**config.mk**
```make
export PLATFORM = sky130hd
export DESIGN_NAME = arlc_ctrl
export DESIGN_NICKNAME = d
export VERILOG_FILES = /design/src/rtl/arlc_pkg.sv /design/src/rtl/arlc_ctrl.sv
export SDC_FILE = /design/constraint.sdc
export NUM_CORES = 1
export LEC_CHECK = 0
export BUFFER_PORTS_ARGS = -buffer_cell sky130_fd_sc_hd__clkbuf_2
export CAP_MARGIN = 20
export CORE_AREA = 2 2 39 41
export CTS_CLUSTER_SIZE = 14
export DETAILED_ROUTE_END_ITERATION = 8
export DIE_AREA = 0 0 41 43
export PLACE_DENSITY = 0.39
export SLEW_MARGIN = 0
export SYNTH_ARGS = -nofsm -noshare
export SYNTH_HDL_FRONTEND = slang
export SYNTH_SLANG_ARGS = --single-unit
```
**constraint.sdc**
```tcl
create_clock -name clk_i -period 1.6 [get_ports clk_i]
set_clock_uncertainty 0.2 [all_clocks]
set_input_delay 0 -clock clk_i [delete_from_list [all_inputs] [get_ports clk_i]]
set_output_delay 0 -clock clk_i [all_outputs]
set_load 0.03 [all_outputs]
```
**src/rtl/arlc_pkg.sv**
```systemverilog
// Shared types and constants for the access rights LRU cache.
// Holds the transfer structs, operation codes, FSM states and control structs.
// Depends on nothing.
package arlc_pkg;

  localparam int unsigned ENTRIES = 64;
  localparam int unsigned IDX_W = $clog2(ENTRIES);

  typedef logic [IDX_W-1:0] idx_t;

  localparam idx_t LAST_IDX = idx_t'(ENTRIES - 1);
  localparam logic [31:0] SELF_KEY = 32'hFFFF_FFFF;
  localparam logic REG_ROOT_AS_SELF = 1'b0;

  typedef enum logic [1:0] {
    OP_LOOKUP   = 2'd0,
    OP_ADD      = 2'd1,
    OP_FREE_ALL = 2'd2,
    OP_INVAL    = 2'd3
  } op_e;

  typedef struct packed {
    logic [1:0]  operation;
    logic [31:0] object_id;
    logic [31:0] user_pag;
    logic [31:0] user_uid;
    logic [31:0] new_rights;
    logic [31:0] ticket_expiry;
    logic [31:0] current_time;
  } req_t;

  typedef struct packed {
    logic        found;
    logic [31:0] rights_out;
    logic        was_expired;
  } rsp_t;

  typedef struct packed {
    logic [31:0] object;
    logic [31:0] user;
    logic [31:0] rights;
    logic [31:0] expiry;
  } entry_t;

  typedef enum logic [2:0] {
    ST_INIT,
    ST_IDLE,
    ST_SCAN,
    ST_SCAN_END,
    ST_APPLY,
    ST_RANK,
    ST_RANK_END,
    ST_DONE
  } state_e;

  typedef struct packed {
    logic init_wr;
    logic load;
    logic scan_rd;
    logic apply;
    logic rank_rd;
    logic out_load;
  } cmd_t;

  typedef struct packed {
    logic cnt_last;
    logic need_rank;
    logic out_free;
  } sts_t;

endpackage

```
**src/rtl/arlc_ctrl.sv**
```systemverilog
// Sequencing state machine of the access rights LRU cache.
// Drives datapath commands from its status; uses arlc_pkg.
module arlc_ctrl import arlc_pkg::*; (
  input  logic   clk_i,
  input  logic   rst_ni,
  input  logic   in_valid_i,
  output logic   in_stall_o,
  input  sts_t   sts_i,
  output cmd_t   cmd_o
);

  state_e state_q, state_d;

  always_ff @(posedge clk_i or negedge rst_ni) begin
    if (!rst_ni) begin
      state_q <= ST_INIT;
    end else begin
      state_q <= state_d;
    end
  end

  always_comb begin
    state_d = state_q;
    case (state_q)
      ST_INIT: begin
        if (sts_i.cnt_last) state_d = ST_IDLE;
      end
      ST_IDLE: begin
        if (in_valid_i) state_d = ST_SCAN;
      end
      ST_SCAN: begin
        if (sts_i.cnt_last) state_d = ST_SCAN_END;
      end
      ST_SCAN_END: state_d = ST_APPLY;
      ST_APPLY: begin
        state_d = sts_i.need_rank ? ST_RANK : ST_DONE;
      end
      ST_RANK: begin
        if (sts_i.cnt_last) state_d = ST_RANK_END;
      end
      ST_RANK_END: state_d = ST_DONE;
      ST_DONE: begin
        if (sts_i.out_free) state_d = ST_IDLE;
      end
      default: state_d = ST_INIT;
    endcase
  end

  always_comb begin
    cmd_o      = '0;
    in_stall_o = 1'b1;
    case (state_q)
      ST_INIT: cmd_o.init_wr = 1'b1;
      ST_IDLE: begin
        in_stall_o = 1'b0;
        cmd_o.load = in_valid_i;
      end
      ST_SCAN:  cmd_o.scan_rd = 1'b1;
      ST_APPLY: cmd_o.apply = 1'b1;
      ST_RANK:  cmd_o.rank_rd = 1'b1;
      ST_DONE:  cmd_o.out_load = sts_i.out_free;
      default: begin
        cmd_o      = '0;
        in_stall_o = 1'b1;
      end
    endcase
  end

endmodule

```
==> run metrics <==
outcome finished, final reports clean; signal arrival time at the worst endpoint 1240 ps; cell type contributing the most total cell area after synthesis sky130_fd_sc_hd__dfrtp_1; list of cells traversed by the critical path nand2b_2 > nor2_1 > clkbuf_2; critical path capture point type output pin; count of different cell masters after synthesis 19; termination of the worst setup path cmd_o[4]; worst endpoint required time 1400 ps; kind of path behind the tightest hold check input port to flip-flop; fraction of synthesis flops using an asynchronous set or reset pin 1.00; R2R depth 2; number of failing hold endpoints at the final stage 0; ratio of routed vias to standard cells about 3.8; DRC violation count after routing 0; largest stage delay on the critical path 470 ps; area occupied by multi-input gates 129 um2; worst-case vdd ir drop between 0.0005 and 0.0006 V; critical path launch point state_q[2]; remaining global-route overflow 0; Bufs and invs on worst path 1; core box area between 0.001 and 0.0015 mm2; number of buffers added by the clock tree synthesis step 3; cell row count 14; synthesized flop and latch total 3; portion of synthesized cell area occupied by the leading cell type 0.326; Worst Setup Start Kind flip-flop; count of max-cap constraint violations 0; synthesized-area fraction occupied by adder cells 0; family with the most delay on the worst path flip-flops; area grow syn2layout 64.7%; # fillers 152; Register-to-Register Setup Slack 360 ps; static leakage power ~0.18 nW; Synth Area in Compound Gates 0.201; number of standard cells after synthesis 25; post-route ant nets 0; achievable frequency slightly below 700 MHz; highest-delay cell along the critical path sky130_fd_sc_hd__dfrtp_1; Antenna Diode Count 0; Detail Placement HPWL roughly 380 um; number of flops mapped to enable cells by yosys 0; startpoint of the most critical register-to-register path state_q[2]; number of failing setup endpoints in the final timing report 0; registers with the most flip-flops state_q x3; list of most frequent post-synthesis cells sky130_fd_sc_hd__dfrtp_1 (3), sky130_fd_sc_hd__nor3b_1 (3), sky130_fd_sc_hd__inv_1 (2), sky130_fd_sc_hd__nor2_1 (2); Clock Tree Buf Depth 2; count of port buffers added during placement 12; clock insertion delay at the later pin of the skew report 230 ps; register ranked first by flip-flop count state_q; floorplan die width between 40 and 50 um; Worst Path Class, Setup flip-flop to output pin; headroom to the max-slew limit 0.810; Die Span Y around 43 um; violation count after the first detailed-route iteration 5; Routed wire per std cell a little over 8 um; Final min period 1440 ps; Boundary Pins 13; simple logic cell fraction of the synthesized area 0.359; initial antenna violation count 0; xor/xnor share of the synthesized area 0; final-stage net count 52; via count of the first global-routing pass between 150 and 200; transition at the pin with the smallest max-transition slack 285 ps; detailed-route wire length around 500 um; global routing usage summed across all routing layers 0.0634; proportion of layout cells with a drive suffix above 1 0.422; H-tree levels 1; depth of the critical timing path with buffers and inverters included 3; average footprint of a synthesized cell between 9 and 10 um2; number of buffers inserted to repair setup after CTS 0; end of the worst register-to-register path state_q[1]; flip-flop count of the largest register after layout 3; root buf cell sky130_fd_sc_hd__clkbuf_4; Synthesized Nets 31; mux cell area share after synthesis 0; DR vias between 200 and 250; portion of the clock cycle consumed by the worst path in the final layout 0.899; initial core utilization 0.166; Post-synth top flop sky130_fd_sc_hd__dfrtp_1; netlist area before placement approximately 230 um2; die outline area 0.00176 mm2; post-route design area ~380 um2; placed instance area ~290 um2; sequential area share after synthesis 0.326; first-pass GRT wire length between 700 and 800 um; largest fanout on the critical path 12; synthesis warning total 0; clk slew on worst S/H paths 40 ps; pin count of the biggest net entering global routing 13; post-route total power ~680 uW; TritonCTS sink count 3; Hold Path Origin in_valid_i; final total negative setup slack 0 ps; detailed-routing iteration count for the pre-antenna-repair pass 2; CTS tree yes; unrepaired setup endpoints after global routing false; placer's final routability congestion estimate 0.672; power density normalized to cell area ~1800 mW/mm2; top cells by area, synth sky130_fd_sc_hd__dfrtp_1 (33%), sky130_fd_sc_hd__nor3b_1 (9.8%), sky130_fd_sc_hd__o221ai_2 (6.5%); main combinational cell family by area after synthesis simple AND/OR/NAND/NOR gates; Register Area between 70 and 80 um2; pins over their slew limit 0
## worst reg2reg max path: cells and delay by family, from the launching register on
family	cells	cell delay, ps
and+or+nand+nor	1	180
AOI/OAI and AO/OA	1	270
DFF	1	470
## layer usage
layer	vias up	share of wire	track usage
li1	125	-	-
met1	105	0.44	0.0714
met2	4	0.52	0.0813
met3	0	0.042	0.0314
met4	0	0	0.0600
met5	-	0	0
## kinds of logic after synthesis
group	after synthesis
DFF	3
buffers and inverters	4
and+or+nand+nor	12
AOI/OAI and AO/OA	6
## cells in the final DEF, fill, tap and decap left out, types with 2 or more instances in the layout
cell and instances:
sky130_fd_sc_hd__clkbuf_2 12, sky130_fd_sc_hd__dfrtp_1 2, sky130_fd_sc_hd__clkbuf_4 3, sky130_fd_sc_hd__nor2_1 2
sky130_fd_sc_hd__nor3b_1 3, sky130_fd_sc_hd__inv_1 2, sky130_fd_sc_hd__dlygate4sd3_1 6
## where the power goes
part           internal (mW)  switching [mW]
clock network         0.0934          0.0382
registers              0.116          0.0879
logic                  0.151           0.194
total                  0.360           0.320
## worst min-delay path by stage
stage / end / cells past startpoint
2_1_floorplan: state_q[0] / 0
3_3_place_gp: state_q[1] / 1
3_5_place_dp: state_q[2] / 1
4_1_cts: state_q[0] / 3
5_1_grt: state_q[0] / 3
6_report: state_q[0] / 3
## timing repair
item,CTS,global route
hold buffers,6,0
resized for setup,0,1
setup endpoints to repair,0,1
endpoints found under the hold margin,6,0
## metrics by stage
stage | setup WS, ps | cells | hold slack (ps) | utilization
3_5_place_dp | 303 | 51 | -401 | 0.211
2_1_floorplan | 156 | 25 | -496 | -
6_report | 162 | 61 | 350 | 0.274
3_3_place_gp | 318 | 51 | -404 | 0.211
4_1_cts | 48.3 | 61 | 352 | 0.273
5_1_grt | 74.6 | 61 | 365 | 0.274
## layout make-up
cell class,instances,area share
sequential,3,0.201
timing repair buffer,18,0.317
multi-input combinational,18,0.340
tap,16,0.0528
clock buffer,4,0.0693
inverter,2,0.0198
(Power assumes the default switching activity.)
